File: src/rtl/nfha_pkg.sv
`timescale 1ns / 1ps
// ----------------------------------------------------------------------------
// nfha_pkg
// Shared codes and controller/datapath interface types for the next-fit
// heap allocator.
// ----------------------------------------------------------------------------
package nfha_pkg;

    localparam logic [1:0] CMD_ALLOC   = 2'd0;
    localparam logic [1:0] CMD_FREE    = 2'd1;
    localparam logic [1:0] CMD_REALLOC = 2'd2;

    localparam logic [1:0] ST_OK       = 2'd0;
    localparam logic [1:0] ST_NOMEM    = 2'd1;
    localparam logic [1:0] ST_NOTALLOC = 2'd2;
    localparam logic [1:0] ST_NULL     = 2'd3;

    typedef struct packed {
        logic ld_in;
        logic clr_step;
        logic rd_p;
        logic rd_zero;
        logic rd_cnxt;
        logic rd_h;
        logic p_cursor;
        logic p_zero;
        logic p_next;
        logic split_a;
        logic split_b;
        logic set_merged;
        logic fail;
        logic co_load;
        logic co_merge;
        logic co_adv;
        logic free_ok;
        logic set_null;
        logic set_notalloc;
    } dp_ctrl_t;

    typedef struct packed {
        logic       clr_last;
        logic       cursor_ok;
        logic       fit;
        logic       walk_end;
        logic       co_exit;
        logic       co_both_free;
        logic       off_zero;
        logic       off_bad;
        logic       hdr_used;
        logic       merged;
        logic [1:0] cmd;
    } dp_stat_t;

endpackage

File: src/rtl/nfha_controller.sv
`timescale 1ns / 1ps
// ----------------------------------------------------------------------------
// nfha_controller
// Sequencer for clearing, next-fit search, coalescing, split and free.
// ----------------------------------------------------------------------------
module nfha_controller
    import nfha_pkg::*;
(
    input  logic     clk,
    input  logic     rst_n,
    input  logic     start,
    input  dp_stat_t stat,
    output dp_ctrl_t ctrl,
    output logic     busy,
    output logic     done
);

    localparam logic [3:0] S_CLR   = 4'd0;
    localparam logic [3:0] S_IDLE  = 4'd1;
    localparam logic [3:0] S_DISP  = 4'd2;
    localparam logic [3:0] S_ARD   = 4'd3;
    localparam logic [3:0] S_AEV   = 4'd4;
    localparam logic [3:0] S_SPA   = 4'd5;
    localparam logic [3:0] S_SPB   = 4'd6;
    localparam logic [3:0] S_CO0   = 4'd7;
    localparam logic [3:0] S_COLD  = 4'd8;
    localparam logic [3:0] S_COCHK = 4'd9;
    localparam logic [3:0] S_COEV  = 4'd10;
    localparam logic [3:0] S_FCHK  = 4'd11;
    localparam logic [3:0] S_FEV   = 4'd12;
    localparam logic [3:0] S_DONE  = 4'd13;

    logic [3:0] state_reg;
    logic [3:0] state_next;

    always_comb
    begin
        ctrl       = '0;
        state_next = state_reg;
        unique case (state_reg)
            S_CLR:
            begin
                ctrl.clr_step = 1'b1;
                if (stat.clr_last)
                begin
                    state_next = S_IDLE;
                end
            end
            S_IDLE:
            begin
                if (start)
                begin
                    ctrl.ld_in = 1'b1;
                    state_next = S_DISP;
                end
            end
            S_DISP:
            begin
                if (stat.cmd == CMD_ALLOC || stat.cmd == CMD_REALLOC)
                begin
                    if (stat.cursor_ok)
                    begin
                        ctrl.p_cursor = 1'b1;
                        state_next    = S_ARD;
                    end
                    else
                    begin
                        state_next = S_CO0;
                    end
                end
                else if (stat.cmd == CMD_FREE)
                begin
                    state_next = S_FCHK;
                end
                else
                begin
                    state_next = S_DONE;
                end
            end
            S_ARD:
            begin
                ctrl.rd_p  = 1'b1;
                state_next = S_AEV;
            end
            S_AEV:
            begin
                if (stat.fit)
                begin
                    state_next = S_SPA;
                end
                else
                begin
                    ctrl.p_next = 1'b1;
                    if (!stat.walk_end)
                    begin
                        state_next = S_ARD;
                    end
                    else if (!stat.merged)
                    begin
                        state_next = S_CO0;
                    end
                    else
                    begin
                        ctrl.fail  = 1'b1;
                        state_next = S_DONE;
                    end
                end
            end
            S_SPA:
            begin
                ctrl.split_a = 1'b1;
                state_next   = S_SPB;
            end
            S_SPB:
            begin
                ctrl.split_b = 1'b1;
                state_next   = (stat.cmd == CMD_REALLOC) ? S_FCHK : S_DONE;
            end
            S_CO0:
            begin
                ctrl.rd_zero    = 1'b1;
                ctrl.set_merged = 1'b1;
                state_next      = S_COLD;
            end
            S_COLD:
            begin
                ctrl.co_load = 1'b1;
                state_next   = S_COCHK;
            end
            S_COCHK:
            begin
                if (stat.co_exit)
                begin
                    ctrl.p_zero = 1'b1;
                    state_next  = S_ARD;
                end
                else
                begin
                    ctrl.rd_cnxt = 1'b1;
                    state_next   = S_COEV;
                end
            end
            S_COEV:
            begin
                if (stat.co_both_free)
                begin
                    ctrl.co_merge = 1'b1;
                end
                else
                begin
                    ctrl.co_adv = 1'b1;
                end
                state_next = S_COCHK;
            end
            S_FCHK:
            begin
                if (stat.off_zero)
                begin
                    ctrl.set_null = 1'b1;
                    state_next    = S_DONE;
                end
                else if (stat.off_bad)
                begin
                    ctrl.set_notalloc = 1'b1;
                    state_next        = S_DONE;
                end
                else
                begin
                    ctrl.rd_h  = 1'b1;
                    state_next = S_FEV;
                end
            end
            S_FEV:
            begin
                if (stat.hdr_used)
                begin
                    ctrl.free_ok = 1'b1;
                end
                else
                begin
                    ctrl.set_notalloc = 1'b1;
                end
                state_next = S_DONE;
            end
            S_DONE:
            begin
                state_next = S_IDLE;
            end
            default:
            begin
                state_next = S_IDLE;
            end
        endcase
    end

    always_ff @(posedge clk or negedge rst_n)
    begin
        if (!rst_n)
        begin
            state_reg <= S_CLR;
        end
        else
        begin
            state_reg <= state_next;
        end
    end

    assign busy = (state_reg != S_IDLE);
    assign done = (state_reg == S_DONE);

endmodule

File: config.mk
export PLATFORM = sky130hd
export DESIGN_NAME = nfha_controller
export DESIGN_NICKNAME = d
export VERILOG_FILES = /design/src/rtl/nfha_pkg.sv /design/src/rtl/nfha_controller.sv
export SDC_FILE = /design/constraint.sdc
export NUM_CORES = 1
export LEC_CHECK = 0
export BUFFER_PORTS_ARGS = -buffer_cell sky130_fd_sc_hd__buf_2
export CAP_MARGIN = 0
export CELL_PAD_IN_SITES_DETAIL_PLACEMENT = 2
export CELL_PAD_IN_SITES_GLOBAL_PLACEMENT = 2
export CORE_MARGIN = 2
export CORE_UTILIZATION = 19
export DETAILED_ROUTE_END_ITERATION = 10
export PLACE_DENSITY = 0.87
export SLEW_MARGIN = 10
export SYNTH_ARGS = -nofsm -noshare
export SYNTH_HDL_FRONTEND = slang
export SYNTH_SLANG_ARGS = --single-unit
File: constraint.sdc
create_clock -name clk -period 1.3 [get_ports clk]
set_clock_uncertainty 0.15 [all_clocks]
set_input_delay 0.065 -clock clk [delete_from_list [all_inputs] [get_ports clk]]
set_output_delay 0.065 -clock clk [all_outputs]
set_load 0.005 [all_outputs]
==> out/qor.txt <==
Status - finished with violations
Failing checks - setup timing
Setup ws final - -0.348 ns
Critical Path Start Type - register
CTS Buffer Depth - 2
Fin nets - 160
Post-Syn Instances - 82
Seq cells post-synth - 4
DP Worst Slack - -0.288 ns
Die area - 3580 um^2
Worst-Margin Slew - 0.278 ns
Num ports - 36
Final HPWL DP - 2070 um
FMAX - 607 MHz
Vias - 878
TritonCTS buffer count - 3
Crit path capture type - output pin
Post-synth net total - 97
Filler Cell Count - 330
ANT cells - 0
WHS - 0.0222 ns
HP Class - in2async
Tot Pwr - 2920 uW
Max cap viols - 0
LEAKAGE - 0.000588 uW
Tmin final - 1.65 ns
Max reg flops - 4
Worst slew margin - 0.813
Clk root buf - clkbuf_4
RSZ-0062 raised after global routing - yes
Tcrit/Tclk final - 1.27
Setup violators final - 25
ANT nets after route - 0
Final Wtd Congestion - 0.746
Avg Synthesized Cell Area - 7.23 um^2
Core Util, Final - 0.437
Synthesized area - 593 um^2
Unique masters post-synth - 35
DRT Pass-1 Iters - 3
Clock transition at path regs - 0.04 ns
Maximum vdd drop - 757 uV
CTS Sinks - 4
Crit Path Max Fanout - 6
Worst-Skew Late Latency - 0.25 ns
Commonest non-fill, non-tap cell in the layout - buf_2
Initial drt markers - 23
Sequential share of the synthesized area - 0.169
Final Max Tran Viols - 0
Antenna violations before repair - 0
Port buffer count - 35
Power Dens Cells - 2220 nW/um^2
Final Instance Area - 1310 um^2
Commonest cells after routing, fill and taps aside - buf_2 (33), buf_6 (16), buf_4 (16)
GRT overflow - 0
Vias in the first global route - 986
Row cnt - 20
YS warnings - 0
DIE HEIGHT - 59.9 um
Sequential cell area - 103 um^2
First-pass GRT wire length - 5520 um
Final Hold Fails - 0
Initial Util - 0.198
Drc violations - 0
Core Area - 3000 um^2
Avg WL per Cell - 20.9 um
GRT Util Overall - 0.210
Die width - 59.9 um
Largest net degree at the start of global routing - 9
WP data required - 1.09 ns
Layout area overhead - 121%
Placed Area - 892 um^2
Area occupied by multi-input gates - 644 um^2
Vias per inst - 4.99
WL final - 3670 um
H-tree depth - 1
Critical Path AT - 1.43 ns
CTS tree - built
Layout cell share with drive strength beyond 1 - 0.748
Worst Path Class, Setup - reg2out
[layout make-up]
cell class,instances,area share
clock buffer,3,0.0172
inverter,4,0.0115
multi-input combinational,65,0.491
sequential,4,0.0782
tap,33,0.0315
timing repair buffer,67,0.370
[power by group]
part,internal (uW),leakage (uW),switching (uW)
combinational,1250,0.000528,1230
sequential,192,0.0000466,81.6
clock,104,0.0000138,67.7
[synth_stat cells]
cell type	count	share of area
o2111ai_1	1	0.015
nor4_2	1	0.021
nand2b_1	7	0.074
buf_6	3	0.057
nor4_1	3	0.032
a21boi_0	1	0.013
a2111oi_0	1	0.015
and3_1	2	0.021
buf_4	1	0.013
dfrtp_1	4	0.17
nor4b_2	1	0.025
nand3_1	1	0.0084
nand2b_2	1	0.015
or2b_1	1	0.013
o41a_1	1	0.019
mux2_2	1	0.019
inv_1	4	0.025
nor3_1	9	0.076
xor2_1	1	0.015
nand4b_1	1	0.015
o21ai_0	2	0.017
a31oi_1	1	0.011
or3_1	2	0.021
buf_2	4	0.034
nor2_1	8	0.051
nor2b_1	5	0.053
o21a_1	1	0.013
or2_1	1	0.011
nand3b_1	1	0.013
clkbuf_1	1	0.0063
nor3b_1	2	0.025
nand2_1	3	0.019
o31a_1	1	0.015
o2bb2ai_1	2	0.030
a21oi_1	3	0.025
[layer usage]
layer | vias to the layer above | part of all wire | track usage
li1 | 414 | - | -
met1 | 429 | 0.40 | 0.252
met2 | 25 | 0.54 | 0.390
met3 | 10 | 0.022 | 0.0173
met4 | 0 | 0.036 | 0.0635
met5 | - | 0 | 0
[worst paths after layout]
check	startpoint	to	slack [ns]	depth (start not counted)
min	rst_n	state_reg[0]	0.02	2
min reg2reg	state_reg[0]	state_reg[0]	0.64	3
max	state_reg[3]	ctrl[1]	-0.35	4
max in group asynchronous	rst_n	state_reg[3]	0.83	2
min in group clk	stat[7]	state_reg[3]	0.10	3
max reg2reg	state_reg[3]	state_reg[3]	-0.28	5
[per-stage QoR]
step	std cells	TNS, ns
after global placement	158	-1.40
after CTS	172	-4.92
after global routing	176	-7.37
final	176	-5.94
after detailed placement	158	-2.25
after floorplan	82	-0.182
[worst max-delay path, cell delays in order, from the launching register on]
cell and delay [ns]:
dfrtp_2 0.42, or2b_4 0.33, buf_6 0.14, nor3_2 0.13, buf_2 0.16
[logic make-up (layout without fill, tap and decap cells)]
family	Yosys count	in the layout	share of synthesized area
compound gates	14	14	0.171
buf+inv	13	74	0.135
flops	4	4	0.169
mux	1	1	0.0190
simple gates	49	49	0.492
xor+xnor	1	1	0.0148
[repair_timing]
item,4_1_cts,5_1_grt
setup endpoints to repair,25,25
resized for setup,50,14
endpoints found under the hold margin,5,0
buffers inserted,10,4
hold buffers,2,0
pin swaps,12,9
No activity file was read; power rests on OpenSTA's default activity.
